### src/rtl/tcc_pkg.sv
// Shared types and constants of the text console cursor engine.
package tcc_pkg;

  localparam int unsigned MAX_CELLS_DEF = 4096;
  localparam int unsigned CNT_W = 17;
  localparam logic [15:0] BLANK_CELL = 16'h0F20;
  localparam logic [7:0] NEWLINE_CHAR = 8'h0A;
  localparam logic [7:0] SPACE_CHAR = 8'h20;
  localparam logic [3:0] WHITE = 4'hF;

  localparam logic [1:0] CFG_COLUMNS = 2'd0;
  localparam logic [1:0] CFG_BUFFER_ROWS = 2'd1;
  localparam logic [1:0] CFG_VISIBLE_ROWS = 2'd2;

  typedef enum logic [2:0] {
    OP_PUT_ADV = 3'd0,
    OP_PUT = 3'd1,
    OP_SET = 3'd2,
    OP_CLEAR = 3'd3,
    OP_READ = 3'd4
  } op_e;

  typedef enum logic [2:0] {
    WR_NONE,
    WR_PUT,
    WR_INIT,
    WR_CLEAR,
    WR_COPY,
    WR_ZERO
  } wr_sel_e;

  typedef enum logic [1:0] {
    RD_NONE,
    RD_CELL,
    RD_SCROLL
  } rd_sel_e;

  typedef enum logic [2:0] {
    CUR_HOLD,
    CUR_SET,
    CUR_COL_INC,
    CUR_NEXT_ROW,
    CUR_COL_ZERO
  } cur_sel_e;

  typedef struct packed {
    logic [2:0]  operation;
    logic [7:0]  character;
    logic [3:0]  background;
    logic [3:0]  foreground;
    logic [7:0]  column;
    logic [7:0]  row;
    logic [11:0] cell_index;
  } in_t;

  typedef struct packed {
    logic [7:0]  cursor_column;
    logic [7:0]  cursor_row;
    logic [11:0] viewport_start;
    logic [15:0] read_data;
  } out_t;

  typedef struct packed {
    logic     load;
    logic     cnt_clr;
    logic     cnt_inc;
    wr_sel_e  wr_sel;
    rd_sel_e  rd_sel;
    cur_sel_e cur_sel;
    logic     out_load;
  } cmd_t;

  typedef struct packed {
    op_e  op;
    logic newline;
    logic col_wrap;
    logic row_last;
    logic keep_done;
    logic clr_done;
    logic zero_done;
    logic init_done;
  } sts_t;

endpackage

### src/rtl/tcc_ctrl.sv
// Controller: sequences operations, store sweeps and the result handshake.
module tcc_ctrl (
  input  logic          clk_i,
  input  logic          rst_ni,
  input  logic          in_valid_i,
  output logic          in_stall_o,
  output logic          out_valid_o,
  input  logic          out_stall_i,
  input  tcc_pkg::sts_t sts_i,
  output tcc_pkg::cmd_t cmd_o
);
  import tcc_pkg::*;

  typedef enum logic [2:0] {
    S_INIT,
    S_IDLE,
    S_EXEC,
    S_SC_RD,
    S_SC_WR,
    S_SC_ZERO,
    S_CLR,
    S_FIN
  } state_e;

  state_e state_q, state_d;
  logic   out_valid_q, out_valid_d;
  logic   accept, slot_free;

  assign accept    = in_valid_i && (state_q == S_IDLE);
  assign slot_free = !out_valid_q || !out_stall_i;

  always_comb begin
    state_d     = state_q;
    cmd_o       = '0;
    cmd_o.load  = accept;
    out_valid_d = out_valid_q && out_stall_i;
    unique case (state_q)
      S_INIT: begin
        cmd_o.wr_sel  = WR_INIT;
        cmd_o.cnt_inc = 1'b1;
        if (sts_i.init_done) begin
          state_d = S_IDLE;
        end
      end
      S_IDLE: begin
        if (accept) begin
          state_d = S_EXEC;
        end
      end
      S_EXEC: begin
        state_d = S_FIN;
        unique case (sts_i.op)
          OP_PUT_ADV: begin
            if (!sts_i.newline) begin
              cmd_o.wr_sel = WR_PUT;
            end
            if (sts_i.newline || sts_i.col_wrap) begin
              if (sts_i.row_last) begin
                cmd_o.cur_sel = CUR_COL_ZERO;
                cmd_o.cnt_clr = 1'b1;
                state_d       = S_SC_RD;
              end else begin
                cmd_o.cur_sel = CUR_NEXT_ROW;
              end
            end else begin
              cmd_o.cur_sel = CUR_COL_INC;
            end
          end
          OP_PUT:   cmd_o.wr_sel = WR_PUT;
          OP_SET:   cmd_o.cur_sel = CUR_SET;
          OP_CLEAR: begin
            cmd_o.cnt_clr = 1'b1;
            state_d       = S_CLR;
          end
          OP_READ:  cmd_o.rd_sel = RD_CELL;
          default:  state_d = S_FIN;
        endcase
      end
      S_SC_RD: begin
        if (sts_i.keep_done) begin
          cmd_o.cnt_clr = 1'b1;
          state_d       = S_SC_ZERO;
        end else begin
          cmd_o.rd_sel = RD_SCROLL;
          state_d      = S_SC_WR;
        end
      end
      S_SC_WR: begin
        cmd_o.wr_sel  = WR_COPY;
        cmd_o.cnt_inc = 1'b1;
        state_d       = S_SC_RD;
      end
      S_SC_ZERO: begin
        cmd_o.wr_sel  = WR_ZERO;
        cmd_o.cnt_inc = 1'b1;
        if (sts_i.zero_done) begin
          state_d = S_FIN;
        end
      end
      S_CLR: begin
        cmd_o.wr_sel  = WR_CLEAR;
        cmd_o.cnt_inc = 1'b1;
        if (sts_i.clr_done) begin
          state_d = S_FIN;
        end
      end
      S_FIN: begin
        if (slot_free) begin
          cmd_o.out_load = 1'b1;
          out_valid_d    = 1'b1;
          state_d        = S_IDLE;
        end
      end
      default: state_d = S_IDLE;
    endcase
  end

  always_ff @(posedge clk_i or negedge rst_ni) begin
    if (!rst_ni) begin
      state_q     <= S_INIT;
      out_valid_q <= 1'b0;
    end else begin
      state_q     <= state_d;
      out_valid_q <= out_valid_d;
    end
  end

  assign in_stall_o  = state_q != S_IDLE;
  assign out_valid_o = out_valid_q;

  a_load_free: assert property (@(posedge clk_i) disable iff (!rst_ni)
    cmd_o.out_load |-> slot_free)
    else $error("result loaded over a waiting word");

  a_init_stall: assert property (@(posedge clk_i) disable iff (!rst_ni)
    (state_q == S_INIT) |-> in_stall_o)
    else $error("word accepted during store clearing");

  a_accept_exec: assert property (@(posedge clk_i) disable iff (!rst_ni)
    accept |=> (state_q == S_EXEC))
    else $error("accepted word not executed");

endmodule

### config.mk
export PLATFORM = sky130hd
export DESIGN_NAME = tcc_ctrl
export DESIGN_NICKNAME = d
export VERILOG_FILES = /design/src/rtl/tcc_pkg.sv /design/src/rtl/tcc_ctrl.sv
export SDC_FILE = /design/constraint.sdc
export NUM_CORES = 1
export LEC_CHECK = 0
export ABC_AREA = 0
export BUFFER_PORTS_ARGS = -buffer_cell sky130_fd_sc_hd__buf_2
export CAP_MARGIN = 20
export CELL_PAD_IN_SITES_DETAIL_PLACEMENT = 1
export CELL_PAD_IN_SITES_GLOBAL_PLACEMENT = 1
export CORE_ASPECT_RATIO = 0.8
export CORE_MARGIN = 4
export CORE_UTILIZATION = 24
export DETAILED_ROUTE_END_ITERATION = 16
export PLACE_DENSITY = 0.84
export SETUP_SLACK_MARGIN = 0.15
export SKIP_CTS_REPAIR_TIMING = 1
export SLEW_MARGIN = 20
export SYNTH_ARGS = -nofsm -noshare
export SYNTH_HDL_FRONTEND = slang
export SYNTH_SLANG_ARGS = --single-unit
### constraint.sdc
create_clock -name clk_i -period 1.1 [get_ports clk_i]
set_input_delay 0.055 -clock clk_i [delete_from_list [all_inputs] [get_ports clk_i]]
set_output_delay 0.055 -clock clk_i [all_outputs]
set_load 0.005 [all_outputs]
* Word level (Yosys, flattened, before mapping)
Index checks and enable logic that the tools add are counted.
** Storage, ports and cells
- Memories kept :: 0
- ROM bits :: 0
- Register bits :: 4
- Word-level logic and storage cells :: 59
- Input bits :: 14
- Bits in latches :: 0
- Output and inout port bits :: 14
- Memory bits (writable) :: 0
** Cells by class
- $lt $le $gt $ge :: 0
- Add/subtract/negate cells :: 0
- Bitwise gates (word level) :: 0
- Equality and inequality tests :: 17
- Mux-type cells :: 30
- Shifts and indexed selects :: 0
- Div/mod/pow operators :: 0
- Reductions and logical operators :: 10
- $mul :: 0
** Operator list (count)
- 3-bit two-way mux :: 10
- 3-bit one-hot mux with 8 select lines :: 1
- 3-bit == test (second input constant) :: 5
- 3-bit one-hot mux with 5 select lines :: 1
- 3-bit by 2-bit == test with 1-bit output (second input constant) :: 4
- 3-bit one-hot mux with 2 select lines :: 2
- 1-bit two-way mux :: 11
- 2-bit inequality test (second input constant) :: 5
- 3-bit by 1-bit == test with 1-bit output (second input constant) :: 2
- 3-bit logical NOT :: 2
- 1-bit one-hot mux with 2 select lines :: 3
- 5-bit AND reduction :: 1
- 2-bit one-hot mux with 2 select lines :: 1
- 4-bit OR reduction :: 1
- 3-bit by 1-bit inequality test with 1-bit output (second input constant) :: 1
- 1-bit logical AND :: 2
- 1-bit logical NOT :: 2
- 1-bit logical OR :: 2
- 2-bit two-way mux :: 1

* Depth between registers and ports, before layout
- Word-level depth :: 4
- Mapped depth :: 4
- Mapped depth without buffers :: 3

* Worst setup path after synthesis
No wires, ideal clock.
- Path kind :: register to register
- Start :: reg state_q[1]
- End :: reg state_q[0]
- Setup time :: 0.129 ns
- Path buffers :: 0
- Data arrival time :: 0.960 ns
- Data required time :: 0.971 ns
- Clock period less this slack :: 1.089 ns
- Slack :: 0.011 ns
- Cell stages (with the launch flop) :: 4
- Cells stage by stage :: dfrtp_1 or3_1 a21oi_1 a211oi_2
** On the way
- Word-level cells in the longest chain between the ends :: 4
- Elaborated cells between the ends (all ways) :: 16
- Classes of those cells :: 12 x eq/ne; 1 x mux; 3 x reduce/logical
** Ends and longest elaborated chain
- start, declared :: line tcc_ctrl.sv:25 : state_e state_q, state_d;
- start signal, assigned :: line tcc_ctrl.sv:123 : state_q <= state_d;
- 3-bit by 1-bit == test with 1-bit output :: line tcc_ctrl.sv:29, tcc_ctrl.sv:37
- 1-bit logical AND :: line tcc_ctrl.sv:29 : assign accept = in_valid_i && (state_q == S_IDLE);
- 2-bit inequality test (no source line)
- 5-bit AND reduction (no source line)
Several ways; a longest one is shown, not always the timed one.
A chain may end at the register's enable or synchronous reset.

==> metrics.md <==
| Metric | Value |
|---|---|
| Outcome | complete, but fails checks |
| Violated checks | setup timing |
| Vias | 589 |
| Fin. Hold Viols | 0 |
| Critical Path Sink Type | primary output |
| Cell variety after synth | 26 |
| Worst slew pin tran | 0.3115 ns |
| Die H | 46.43 um |
| IO Count | 28 |
| Mapped Avg Cell Area | 7.507 um2 |
| ANT nets after route | 0 |
| Synthesized area | 442.9 um2 |
| Max Freq | 0.7396 GHz |
| Clk slew on worst S/H paths | 0.04 ns |
| CTS Buffer Depth | 2 |
| VDD IR max | 1.340 mV |
| Power, Total | 0.001823 W |
| Share of cells above drive strength 1 | 65.66% |
| Final setup vio count | 16 |
| Yosys top cell area share | 22.60% |
| Largest family of logic cells by synthesized area | simple AND/OR/NAND/NOR gates |
| Die W | 56.03 um |
| Final slew viol count | 0 |
| CTS root buf | clkbuf_4 |
| Post-Syn Instances | 59 |
| Detailed Route Iter0 Violations | 10 |
| Reg area | 103.9 um2 |
| Simple-gate share of the synthesized area | 45.20% |
| Die footprint | 0.002601 mm2 |
| Synth Register Bits | 4 |
| Core box area | 0.001692 mm2 |
| Final WS setup | -0.2521 ns |
| HP Class | in -> reg |
| Hold Path Sink | out_valid_o$_DFF_PN0_ |
| First-pass GRT wire length | 2.428 mm |
| GRT Total Usage | 12.21% |
| Leak Pwr | 0.3620 nW |
| Register area share after synthesis | 22.60% |
| Adder and majority gate portion of the synthesized area | 0% |
| Post-layout nets | 115 |
| First-pass iteration count of the detailed router | 4 |
| Worst-Skew Late Latency | 0.25 ns |
| Critical path peak fanout | 8 |
| Area of the multi-input gates | 375.4 um2 |
| Max Cap Viol | 0 |
| Worst reg2reg startpoint | state_q[0]$_DFFE_PN0P_ |
| Via/cell ratio | 4.868 |
| Ant. Diodes | 0 |
| Util after Layout | 45.86% |
| P&R area growth vs syn | 75.14% |
| Xor/xnor share of the synthesized area | 0% |
| FF-to-FF End | state_q[1]$_DFFE_PN0P_ |
| Global route total overflow | 0 |
| Row Count | 13 |
| Sink Count | 4 |
| Pwr Density | 2350 mW/mm2 |
| Critical Path RT | 1.04 ns |
| Initial antenna violation count | 0 |
| Critical path class | reg -> out |
| Reg2Reg Depth | 3 |
| Post-synth EDFFs | 0 |
| Max H-tree Level | 1 |
| Routability cong. | 0.8038 |
| RSZ-0062 raised after global routing | true |
| # DRC | 0 |
| Async SR Flop Fraction | 100.0% |
| Syn Nets | 73 |
| Design Area, Final | 775.7 um2 |
| Post-synthesis mux area share | 2.260% |
| Hold depth | 3 |
| DP HPWL | 1.244 mm |
| Total wire length | 1.683 mm |
| Largest net degree at the start of global routing | 13 |
| Most used flip-flop cell after synthesis | dfrtp_1 |
| Placed Area | 670.6 um2 |
| Biggest area consumer among synthesized cells | dfrtp_1 |
| Post-synth top cells | 7 x a21oi_1, 6 x nor2_1, 5 x nand2_1 |
| Vias in the first global route | 556 |
| Warnings from Yosys | 0 |
| Routed wire per std cell | 13.91 um |
| Min cycle time layout | 1.352 ns |
| Filler cells | 224 |
| Relative slew slack | 79.16% |
| Fin crit share | 122.9% |
| Worst EP arrival | 1.30 ns |
| CTS tree | built |
| Compound-gate portion of the synthesized area | 22.88% |
| Initial core utilization | 26.18% |
| CP startpoint kind | flop |
| CTS buffer count | 3 |
| Worst hold start | out_stall_i |
| IO buf count | 27 |
| Worst-case clock skew | 0.009958 ns |
| Top-count cell post-synth | a21oi_1 |
| Setup total negative slack | -2.651 ns |
| Top cells by area, synth | dfrtp_1 23%, a21oi_1 7.9%, nor3b_2 5.6% |
| Reg2reg setup slack | -0.08 ns |
## cells by family after synthesis
| group | Yosys count |
|---|---|
| AO/OA/AOI/OAI | 15 |
| buffers and inverters | 5 |
| flip-flops | 4 |
| multiplexers | 1 |
| AND/OR/NAND/NOR | 34 |
## flip-flops by register name, summed over array words and instances (netlist names)
| name | count |
|---|---|
| out_valid_o | 1 |
| state_q | 3 |
## metrics by stage
step | worst slack [ns] | hold WS [ns] | instances
after global routing | -0.3350 | 0.1554 | 121
after CTS | -0.4014 | -0.3914 | 118
after detailed placement | -0.1441 | -0.1396 | 115
after global placement | -0.07869 | -0.1387 | 115
final | -0.2521 | 0.1240 | 121
after floorplan | 0.03293 | -0.2406 | 59
## worst max-delay path by stage
stage                      startpoint  depth (start not counted)  slack (ns)                endpoint
4_1_cts        state_q[2]$_DFFE_PN0P_                          4       -0.40                cmd_o[3]
3_5_place_dp   state_q[2]$_DFFE_PN0P_                          4       -0.14                cmd_o[3]
5_1_grt        state_q[0]$_DFFE_PN0P_                          4       -0.34                cmd_o[3]
3_3_place_gp   state_q[2]$_DFFE_PN0P_                          4       -0.08                cmd_o[3]
6_report       state_q[0]$_DFFE_PN0P_                          4       -0.25                cmd_o[3]
2_1_floorplan  state_q[2]$_DFFE_PN0P_                          3        0.03  state_q[0]$_DFFE_PN0P_
## power breakdown
group	total (W)	internal, W	switching, W	leakage, nW
Clock	0.000192	0.000123	0.0000694	0.0138
Combinational	0.00125	0.000685	0.000562	0.306
Sequential	0.000384	0.000230	0.000155	0.0423
## cell type report
type,instances,share of cell area (%)
flip-flops and latches,4,13.39
clock buffers,3,2.903
multi-input cells,50,48.39
inverters,1,0.4839
repair buffers,41,31.29
well taps,22,3.548
## critical path, cell delays in order (launching register included)
cell and delay, ns:
dfrtp_2 0.47, nor2_4 0.17, nand3_2 0.12, nor3b_2 0.16
buf_2 0.13
## layout by cell type, fill, tap and decap left out, drive strengths merged, types with 3 or more instances in the layout
master,count
buf,40
a21oi,7
nor2,6
nand2,5
nor3,4
nand3,4
dfrtp,4
nand2b,3
clkbuf,3
nor2b,3
## metal layers
metal	wire [um]	up-vias	GRT usage [%]
li1	-	292	-
met1	731	275	13.82
met2	842	20	22.14
met3	93	2	2.241
met4	16	0	7.109
met5	0	-	0
Power figures use the tool's default switching activity.
